$ cat src/design/ycrc_pkg.sv
// ----------------------------------------------------------------------------
// ycrc_pkg
// Shared types, register map and arithmetic constants for the YUYV crop and
// RGB conversion block.
// ----------------------------------------------------------------------------
package ycrc_pkg;

   // Compare width for window bounds, wide enough for every end sum
   localparam int CMP_W  = 16;
   localparam int PROD_W = 18;
   localparam int SUM_W  = 20;

   localparam int CSR_W     = 13;
   localparam int CSR_IDX_W = 3;

   localparam int FIFO_DEPTH = 4;
   localparam int FIFO_PTR_W = 2;
   localparam int FIFO_CNT_W = 3;

   typedef enum logic [CSR_IDX_W-1:0] {
      CSR_FRAME_WIDTH = 3'd0,
      CSR_CROP_LEFT   = 3'd1,
      CSR_CROP_TOP    = 3'd2,
      CSR_CROP_WIDTH  = 3'd3,
      CSR_CROP_HEIGHT = 3'd4
   } csr_index_type;

   localparam logic [12:0] RST_FRAME_WIDTH = 13'd1920;
   localparam logic [11:0] RST_CROP_LEFT   = 12'd800;
   localparam logic [11:0] RST_CROP_TOP    = 12'd380;
   localparam logic [12:0] RST_CROP_WIDTH  = 13'd320;
   localparam logic [12:0] RST_CROP_HEIGHT = 13'd240;

   typedef struct packed {
      logic [12:0] frame_width;
      logic [11:0] crop_left;
      logic [11:0] crop_top;
      logic [12:0] crop_width;
      logic [12:0] crop_height;
   } cfg_type;

   typedef struct packed {
      logic       last;
      logic [7:0] luma_first;
      logic [7:0] chroma_blue;
      logic [7:0] luma_second;
      logic [7:0] chroma_red;
   } word_type;

   // BT.601 integer coefficients
   localparam logic signed [PROD_W-1:0] K_LUMA = 18'sd298;
   localparam logic signed [PROD_W-1:0] K_RV   = 18'sd409;
   localparam logic signed [PROD_W-1:0] K_GU   = 18'sd100;
   localparam logic signed [PROD_W-1:0] K_GV   = 18'sd208;
   localparam logic signed [PROD_W-1:0] K_BU   = 18'sd516;

   localparam logic signed [8:0]       LUMA_OFFSET = 9'sd16;
   localparam logic signed [SUM_W-1:0] ROUND       = 20'sd128;
   localparam logic signed [SUM_W-1:0] CHAN_MAX    = 20'sd255;

   // Arithmetic shift by 8, then clamp to 0..255
   function automatic logic [7:0] sat_channel(input logic signed [SUM_W-1:0] sum);
      logic signed [SUM_W-1:0] q;
      logic [7:0]              res;
      q = sum >>> 8;
      if (q > CHAN_MAX) begin
         res = 8'hFF;
      end else if (q < 0) begin
         res = 8'h00;
      end else begin
         res = q[7:0];
      end
      return res;
   endfunction

endpackage

$ cat src/design/ycrc_front.sv
// ----------------------------------------------------------------------------
// ycrc_front
// Takes requests, tracks pair column and line, and pushes words that fall in
// the crop window into the queue together with the last-of-window mark.
// ----------------------------------------------------------------------------
module ycrc_front #(
   parameter int MAX_WIDTH  = 4096,
   parameter int MAX_HEIGHT = 4096
) (
   input  logic                clock,
   input  logic                reset,
   input  logic                req_valid,
   input  logic                queue_full,
   input  logic                req_frame_start,
   input  logic [7:0]          req_luma_first,
   input  logic [7:0]          req_chroma_blue,
   input  logic [7:0]          req_luma_second,
   input  logic [7:0]          req_chroma_red,
   input  ycrc_pkg::cfg_type   cfg,
   output logic                push,
   output ycrc_pkg::word_type  push_data
);

   localparam int MAX_PAIRS = MAX_WIDTH / 2;
   localparam int COL_W     = (MAX_PAIRS > 1) ? $clog2(MAX_PAIRS) : 1;
   localparam int ROW_W     = (MAX_HEIGHT > 1) ? $clog2(MAX_HEIGHT) : 1;
   localparam int CW        = ycrc_pkg::CMP_W;

   logic [COL_W-1:0] col_ff, col_in, col;
   logic [ROW_W-1:0] row_ff, row_in, row;
   logic             accept;
   logic             in_window;
   logic             last;
   logic [CW-1:0]    pairs_raw, pairs;
   logic [CW-1:0]    left, width_pairs, col_end, row_top, row_end;
   logic [CW-1:0]    col_x, row_x, col_inc;

   assign accept = req_valid && !queue_full;

   always_comb begin
      col = req_frame_start ? '0 : col_ff;
      row = req_frame_start ? '0 : row_ff;

      pairs_raw = CW'(cfg.frame_width[12:1]);
      if (pairs_raw == '0) begin
         pairs = CW'(1);
      end else if (pairs_raw > CW'(MAX_PAIRS)) begin
         pairs = CW'(MAX_PAIRS);
      end else begin
         pairs = pairs_raw;
      end

      left        = CW'(cfg.crop_left[11:1]);
      width_pairs = CW'(cfg.crop_width[12:1]);
      col_end     = left + width_pairs;
      row_top     = CW'(cfg.crop_top);
      row_end     = row_top + CW'(cfg.crop_height);
      col_x       = CW'(col);
      row_x       = CW'(row);

      in_window = (width_pairs != '0) && (cfg.crop_height != '0) &&
                  (col_x >= left) && (col_x < col_end) &&
                  (row_x >= row_top) && (row_x < row_end);
      last      = (col_x == col_end - CW'(1)) && (row_x == row_end - CW'(1));

      col_inc = col_x + CW'(1);
      col_in  = col_ff;
      row_in  = row_ff;
      if (accept) begin
         if (col_inc >= pairs) begin
            col_in = '0;
            row_in = (row == ROW_W'(MAX_HEIGHT - 1)) ? '0 : row + ROW_W'(1);
         end else begin
            col_in = col_inc[COL_W-1:0];
            row_in = row;
         end
      end
   end

   always_ff @(posedge clock) begin
      if (reset) begin
         col_ff <= '0;
         row_ff <= '0;
      end else begin
         col_ff <= col_in;
         row_ff <= row_in;
      end
   end

   assign push                  = accept && in_window;
   assign push_data.last        = last;
   assign push_data.luma_first  = req_luma_first;
   assign push_data.chroma_blue = req_chroma_blue;
   assign push_data.luma_second = req_luma_second;
   assign push_data.chroma_red  = req_chroma_red;

endmodule

$ cat src/design/ycrc_fifo.sv
// ----------------------------------------------------------------------------
// ycrc_fifo
// Short queue of window words between the classifier and the colour pipeline.
// ----------------------------------------------------------------------------
module ycrc_fifo (
   input  logic                clock,
   input  logic                reset,
   input  logic                push,
   input  ycrc_pkg::word_type  push_data,
   input  logic                pop,
   output ycrc_pkg::word_type  pop_data,
   output logic                full,
   output logic                empty
);

   localparam int PW = ycrc_pkg::FIFO_PTR_W;
   localparam int NW = ycrc_pkg::FIFO_CNT_W;

   ycrc_pkg::word_type mem_ff [ycrc_pkg::FIFO_DEPTH];
   logic [PW-1:0]      wr_ptr_ff, wr_ptr_in;
   logic [PW-1:0]      rd_ptr_ff, rd_ptr_in;
   logic [NW-1:0]      count_ff, count_in;

   assign full     = (count_ff == NW'(ycrc_pkg::FIFO_DEPTH));
   assign empty    = (count_ff == '0);
   assign pop_data = mem_ff[rd_ptr_ff];

   always_comb begin
      wr_ptr_in = push ? wr_ptr_ff + PW'(1) : wr_ptr_ff;
      rd_ptr_in = pop  ? rd_ptr_ff + PW'(1) : rd_ptr_ff;
      count_in  = count_ff;
      if (push && !pop) begin
         count_in = count_ff + NW'(1);
      end else if (pop && !push) begin
         count_in = count_ff - NW'(1);
      end
   end

   always_ff @(posedge clock) begin
      if (reset) begin
         wr_ptr_ff <= '0;
         rd_ptr_ff <= '0;
         count_ff  <= '0;
      end else begin
         wr_ptr_ff <= wr_ptr_in;
         rd_ptr_ff <= rd_ptr_in;
         count_ff  <= count_in;
      end
   end

   always_ff @(posedge clock) begin
      if (push) begin
         mem_ff[wr_ptr_ff] <= push_data;
      end
   end

endmodule

$ cat src/design/ycrc_back.sv
// ----------------------------------------------------------------------------
// ycrc_back
// Two-stage colour pipeline: coefficient products, then sums, rounding and
// saturation into the response register.
// ----------------------------------------------------------------------------
module ycrc_back (
   input  logic                clock,
   input  logic                reset,
   input  logic                queue_empty,
   input  ycrc_pkg::word_type  queue_data,
   output logic                pop,
   output logic                rsp_valid,
   input  logic                rsp_stall,
   output logic [7:0]          rsp_red_first,
   output logic [7:0]          rsp_green_first,
   output logic [7:0]          rsp_blue_first,
   output logic [7:0]          rsp_red_second,
   output logic [7:0]          rsp_green_second,
   output logic [7:0]          rsp_blue_second,
   output logic                rsp_window_last
);

   localparam int PW = ycrc_pkg::PROD_W;
   localparam int SW = ycrc_pkg::SUM_W;

   logic                 a_valid_ff, a_valid_in;
   logic                 rsp_valid_ff, rsp_valid_in;
   logic                 a_ready, b_ready;

   logic signed [8:0]    y0c, y1c;
   logic signed [7:0]    d, e;

   // product stage
   logic signed [PW-1:0] luma0_ff, luma0_in;
   logic signed [PW-1:0] luma1_ff, luma1_in;
   logic signed [PW-1:0] rv_ff, rv_in;
   logic signed [PW-1:0] gu_ff, gu_in;
   logic signed [PW-1:0] gv_ff, gv_in;
   logic signed [PW-1:0] bu_ff, bu_in;
   logic                 a_last_ff, a_last_in;

   // response stage
   logic signed [SW-1:0] r0, g0, b0, r1, g1, b1;
   logic [7:0]           red0_ff, green0_ff, blue0_ff;
   logic [7:0]           red1_ff, green1_ff, blue1_ff;
   logic                 last_ff;

   assign b_ready = !rsp_valid_ff || !rsp_stall;
   assign a_ready = !a_valid_ff || b_ready;
   assign pop     = !queue_empty && a_ready;

   always_comb begin
      // U-128 and V-128 by flipping the top bit
      d   = $signed({~queue_data.chroma_blue[7], queue_data.chroma_blue[6:0]});
      e   = $signed({~queue_data.chroma_red[7], queue_data.chroma_red[6:0]});
      y0c = $signed({1'b0, queue_data.luma_first})  - ycrc_pkg::LUMA_OFFSET;
      y1c = $signed({1'b0, queue_data.luma_second}) - ycrc_pkg::LUMA_OFFSET;

      luma0_in  = PW'(y0c) * ycrc_pkg::K_LUMA;
      luma1_in  = PW'(y1c) * ycrc_pkg::K_LUMA;
      rv_in     = PW'(e) * ycrc_pkg::K_RV;
      gu_in     = PW'(d) * ycrc_pkg::K_GU;
      gv_in     = PW'(e) * ycrc_pkg::K_GV;
      bu_in     = PW'(d) * ycrc_pkg::K_BU;
      a_last_in = queue_data.last;

      r0 = SW'(luma0_ff) + SW'(rv_ff) + ycrc_pkg::ROUND;
      g0 = SW'(luma0_ff) - SW'(gu_ff) - SW'(gv_ff) + ycrc_pkg::ROUND;
      b0 = SW'(luma0_ff) + SW'(bu_ff) + ycrc_pkg::ROUND;
      r1 = SW'(luma1_ff) + SW'(rv_ff) + ycrc_pkg::ROUND;
      g1 = SW'(luma1_ff) - SW'(gu_ff) - SW'(gv_ff) + ycrc_pkg::ROUND;
      b1 = SW'(luma1_ff) + SW'(bu_ff) + ycrc_pkg::ROUND;

      a_valid_in   = a_ready ? !queue_empty : a_valid_ff;
      rsp_valid_in = b_ready ? a_valid_ff : rsp_valid_ff;
   end

   always_ff @(posedge clock) begin
      if (reset) begin
         a_valid_ff   <= 1'b0;
         rsp_valid_ff <= 1'b0;
      end else begin
         a_valid_ff   <= a_valid_in;
         rsp_valid_ff <= rsp_valid_in;
      end
   end

   always_ff @(posedge clock) begin
      if (pop) begin
         luma0_ff  <= luma0_in;
         luma1_ff  <= luma1_in;
         rv_ff     <= rv_in;
         gu_ff     <= gu_in;
         gv_ff     <= gv_in;
         bu_ff     <= bu_in;
         a_last_ff <= a_last_in;
      end
      if (b_ready && a_valid_ff) begin
         red0_ff   <= ycrc_pkg::sat_channel(r0);
         green0_ff <= ycrc_pkg::sat_channel(g0);
         blue0_ff  <= ycrc_pkg::sat_channel(b0);
         red1_ff   <= ycrc_pkg::sat_channel(r1);
         green1_ff <= ycrc_pkg::sat_channel(g1);
         blue1_ff  <= ycrc_pkg::sat_channel(b1);
         last_ff   <= a_last_ff;
      end
   end

   assign rsp_valid        = rsp_valid_ff;
   assign rsp_red_first    = red0_ff;
   assign rsp_green_first  = green0_ff;
   assign rsp_blue_first   = blue0_ff;
   assign rsp_red_second   = red1_ff;
   assign rsp_green_second = green1_ff;
   assign rsp_blue_second  = blue1_ff;
   assign rsp_window_last  = last_ff;

endmodule

$ cat src/design/yuyv_crop_and_rgb_convert.sv
// ----------------------------------------------------------------------------
// yuyv_crop_and_rgb_convert
// Crops a YUYV raster to a window and converts each pixel pair to BT.601 RGB.
// ----------------------------------------------------------------------------
// A window request passes through the queue, the product registers and the response register before it appears on rsp.
// Throughput: one request per cycle while rsp_stall is low, set by the two-stage colour
// pipeline behind a four-entry queue; req_stall rises only when that queue is full.
// Reset clears the column and line counters, the queue and pipeline valids,
// and restores the crop registers to their default values.
module yuyv_crop_and_rgb_convert #(
   parameter int MAX_WIDTH  = 4096,
   parameter int MAX_HEIGHT = 4096
) (
   input  logic                              clock,
   input  logic                              reset,
   input  logic                              req_valid,
   output logic                              req_stall,
   input  logic                              req_frame_start,
   input  logic [7:0]                        req_luma_first,
   input  logic [7:0]                        req_chroma_blue,
   input  logic [7:0]                        req_luma_second,
   input  logic [7:0]                        req_chroma_red,
   output logic                              rsp_valid,
   input  logic                              rsp_stall,
   output logic [7:0]                        rsp_red_first,
   output logic [7:0]                        rsp_green_first,
   output logic [7:0]                        rsp_blue_first,
   output logic [7:0]                        rsp_red_second,
   output logic [7:0]                        rsp_green_second,
   output logic [7:0]                        rsp_blue_second,
   output logic                              rsp_window_last,
   input  logic                              csr_write_enable,
   input  logic [ycrc_pkg::CSR_IDX_W-1:0]    csr_index,
   input  logic [ycrc_pkg::CSR_W-1:0]        csr_write_data
);

   ycrc_pkg::cfg_type  cfg_ff, cfg_in;
   ycrc_pkg::word_type push_data, pop_data;
   logic               push, pop, full, empty;

   always_comb begin
      cfg_in = cfg_ff;
      if (csr_write_enable) begin
         case (csr_index)
            ycrc_pkg::CSR_FRAME_WIDTH: cfg_in.frame_width = csr_write_data;
            ycrc_pkg::CSR_CROP_LEFT:   cfg_in.crop_left   = csr_write_data[11:0];
            ycrc_pkg::CSR_CROP_TOP:    cfg_in.crop_top    = csr_write_data[11:0];
            ycrc_pkg::CSR_CROP_WIDTH:  cfg_in.crop_width  = csr_write_data;
            ycrc_pkg::CSR_CROP_HEIGHT: cfg_in.crop_height = csr_write_data;
            default:                   cfg_in = cfg_ff;
         endcase
      end
   end

   always_ff @(posedge clock) begin
      if (reset) begin
         cfg_ff.frame_width <= ycrc_pkg::RST_FRAME_WIDTH;
         cfg_ff.crop_left   <= ycrc_pkg::RST_CROP_LEFT;
         cfg_ff.crop_top    <= ycrc_pkg::RST_CROP_TOP;
         cfg_ff.crop_width  <= ycrc_pkg::RST_CROP_WIDTH;
         cfg_ff.crop_height <= ycrc_pkg::RST_CROP_HEIGHT;
      end else begin
         cfg_ff <= cfg_in;
      end
   end

   assign req_stall = full;

   ycrc_front #(
      .MAX_WIDTH  (MAX_WIDTH),
      .MAX_HEIGHT (MAX_HEIGHT)
   ) u_front (
      .clock           (clock),
      .reset           (reset),
      .req_valid       (req_valid),
      .queue_full      (full),
      .req_frame_start (req_frame_start),
      .req_luma_first  (req_luma_first),
      .req_chroma_blue (req_chroma_blue),
      .req_luma_second (req_luma_second),
      .req_chroma_red  (req_chroma_red),
      .cfg             (cfg_ff),
      .push            (push),
      .push_data       (push_data)
   );

   ycrc_fifo u_fifo (
      .clock     (clock),
      .reset     (reset),
      .push      (push),
      .push_data (push_data),
      .pop       (pop),
      .pop_data  (pop_data),
      .full      (full),
      .empty     (empty)
   );

   ycrc_back u_back (
      .clock            (clock),
      .reset            (reset),
      .queue_empty      (empty),
      .queue_data       (pop_data),
      .pop              (pop),
      .rsp_valid        (rsp_valid),
      .rsp_stall        (rsp_stall),
      .rsp_red_first    (rsp_red_first),
      .rsp_green_first  (rsp_green_first),
      .rsp_blue_first   (rsp_blue_first),
      .rsp_red_second   (rsp_red_second),
      .rsp_green_second (rsp_green_second),
      .rsp_blue_second  (rsp_blue_second),
      .rsp_window_last  (rsp_window_last)
   );

   // the classifier must never write into a full queue
   assert property (@(posedge clock) disable iff (reset) push |-> !full)
      else $error("push into full queue");

   // a pushed request is held in the queue on the next cycle
   assert property (@(posedge clock) disable iff (reset) push |=> !empty)
      else $error("pushed request lost");

   // queue comes out of reset empty, so requests are taken at once
   assert property (@(posedge clock) disable iff (reset) $past(reset) |-> !req_stall)
      else $error("stall raised straight after reset");

endmodule

$ cat config.mk
export PLATFORM = sky130hd
export DESIGN_NAME = yuyv_crop_and_rgb_convert
export DESIGN_NICKNAME = d
export VERILOG_FILES = /design/src/design/ycrc_pkg.sv /design/src/design/ycrc_front.sv /design/src/design/ycrc_fifo.sv /design/src/design/ycrc_back.sv /design/src/design/yuyv_crop_and_rgb_convert.sv
export SDC_FILE = /design/constraint.sdc
export NUM_CORES = 1
export LEC_CHECK = 0
export BUFFER_PORTS_ARGS = -buffer_cell sky130_fd_sc_hd__buf_2
export CAP_MARGIN = 25
export CORE_MARGIN = 1.5
export CORE_UTILIZATION = 42
export DETAILED_ROUTE_END_ITERATION = 8
export PLACE_DENSITY_LB_ADDON = 0.05
export SYNTH_ARGS = -nofsm -noshare
export SYNTH_HDL_FRONTEND = slang
export SYNTH_HIERARCHICAL = 1
export SYNTH_SLANG_ARGS = --single-unit
$ cat constraint.sdc
create_clock -name clock -period 9.59 [get_ports clock]
set_clock_uncertainty 0.2 [all_clocks]
set_input_delay 1.4385 -clock clock [delete_from_list [all_inputs] [get_ports clock]]
set_output_delay 1.4385 -clock clock [all_outputs]
set_load 0.02 [all_outputs]
==> metrics <==
outcome finished, final reports clean; antenna cells 0; routing usage on met3 0.0216; die area 70000 sq um; min Tclk post-route approximately 6.2 ns; crit start category flip-flop; syn avg cell area around 11 sq um; met2 usage 0.361; first-pass GRT wire length about 110000 um; initial antenna violation count 1; DRT iter0 DRCs roughly 900; Rel. slew slack 0.342; gr busiest metal met2; die height ~260 um; Num CTS Buffers 46; I/O pins about 110; max-slew violation count 0; RSZ-0062 raised after global routing no; met1 usage 0.267; Net Count, Synth between 3000 and 4000; vias around 20000; CP endpoint kind flip-flop; number of global-route vias before repair between 20000 and 25000; worst hold path class flip-flop to flip-flop; Ys Warns 6; Worst Path Max Fanout 19; Critical-path top delay cell dfxtp_2; final WL just over 70000 um; Fin. Hold Viols 0; vias per inst between 5 and 6; Post-Synthesis Cells ~2700; core area roughly 68000 sq um; worst path cell trace buf_4 > mux4_2 > nor3b_2 > ha_1 > ha_1 > inv_1 > fa_1 > fa_1 > inv_1 > ha_1 > inv_1 > o21ai_1 > a21oi_1 > o21a_1 > o21ai_1 > o41ai_1 > xnor2_1; Critical Path RT roughly 9.7 ns; critical path type flip-flop to flip-flop; DRT Pass-1 Iters 7; Max Cap Viol 0; Starting Density 0.426; Worst-Skew Late Latency ~0.6 ns; Final Setup Violations 0; worst-case clock buffer depth 3; setup TNS 0 ns; I/O Buffers 104; Max Freq between 150 and 200 MHz; clock slew at reported path FFs around 0.06 ns; largest net degree at the start of global routing 91; Post-CTS Setup Bufs 0; Area growth, synth to finish 10.0%; drt drc 0; routed wire length per instance between 15 and 20 um; Clock Tree Root clkbuf_16; Crit path largest cell delay approximately 0.78 ns; layout cell share with drive strength beyond 1 0.0971; Rows 95; Worst Tran Pin Value between 0.9 and 1 ns; DRT antenna net count 0; clk sink count between 300 and 400; Placer Congestion around 0.85; Synth Cell Area ~29000 sq um; total track usage 0.205; layout net count between 3000 and 4000; deepest level of the CTS H-tree 2; hold_buf cts 0; total grt overflow 0; CTS resizes 0; Die X approximately 260 um; arrival time of the worst setup path between 6 and 7 ns; TritonCTS clock tree yes; hpwl dp around 56000 um; period utilisation layout 0.644
-- worst max-delay path: cells and delay by family (launching register included) --
family                     cells  cell delay, ns
xor gates and xnor gates       1            0.11
adders and majority gates      5            1.99
DFF                            1            0.78
and+or+nand+nor                1            0.72
buffers and inverters          4            0.60
muxes                          1            0.60
AOI/OAI and AO/OA              5            0.88
-- routing by layer --
metal / vias up / share of wire
met2: 297 / 0.49
met5: - / 0.00018
met4: 2 / 0.022
li1: 9775 / -
met1: 9450 / 0.46
met3: 87 / 0.029
-- state kept, by name (all words and copies together), names as in the netlist, named ones only --
register,flops
u_back/rsp_window_last,1
u_back/a_last_ff,1
u_back/rsp_green_second,8
u_back/rsp_red_second,8
u_back/rsp_green_first,8
u_fifo/rd_ptr_ff,2
u_back/rsp_red_first,8
u_back/bu_ff,16
cfg_ff,60
u_back/rsp_blue_first,8
u_front/col_ff,11
u_back/gu_ff,11
u_back/rv_ff,18
u_back/a_valid_ff,1
u_back/rsp_valid,1
u_back/luma1_ff,17
u_fifo/count_ff,3
u_fifo/wr_ptr_ff,2
u_back/rsp_blue_second,8
u_back/luma0_ff,17
u_front/row_ff,12
u_fifo/mem_ff,132
u_back/gv_ff,11
-- path summary, 6_finish.rpt --
kind                                   startpoint  depth (start not counted)  slack, ns                   to
worst min register to register  u_front/row_ff[1]                          2       0.25    u_front/row_ff[1]
worst max-delay path                    flip-flop                         17       3.41  u_back/luma1_ff[17]
worst min-delay path            u_front/row_ff[1]                          2       0.25    u_front/row_ff[1]
worst max register to register          flip-flop                         17       3.41  u_back/luma1_ff[17]
-- layout by cell type (no fill, tap or decap), types with 18 or more instances in the layout --
master / n
clkbuf_16: 46
edfxtp_1: 272
xor2_1: 62
nand2_1: 114
and3_1: 19
nand4_1: 22
buf_2: 106
a211oi_1: 18
dfxtp_1: 93
mux2i_1: 64
nor3_1: 39
a21oi_1: 132
xnor2_1: 104
nand3_1: 51
o211ai_1: 18
o21ai_1: 28
nor2_1: 134
fa_1: 82
o21ai_0: 63
inv_1: 329
o21a_1: 54
mux4_2: 30
a21o_1: 44
nor2b_1: 49
nand2b_1: 73
ha_1: 477
-- through the flow --
stage	util	setup slack, ns	instances	hold WS (ns)	instance area, sq um
finish	0.468	3.41	3685	0.251	31600
global route	0.468	2.98	3685	0.254	31600
floorplan	-	1.83	2692	0.200	28800
global placement	0.444	3.26	3595	0.237	30000
detailed placement	0.444	3.04	3596	0.231	30000
CTS	0.468	3.32	3682	0.255	31600
-- area by class of cell --
type / instances / area, sq um
Clock buffer: 54 / 1210
Tap cell: 873 / 1090
Multi-Input combinational cell: 1908 / 17000
Fill cell: 6276 / 35900
Clock inverter: 32 / 399
Inverter: 331 / 1240
Sequential cell: 366 / 10100
Timing Repair Buffer: 121 / 671
Power is left out: the tool's default activity adds up to more than one toggle a clock period on the data nets, which glitch-free logic cannot reach.
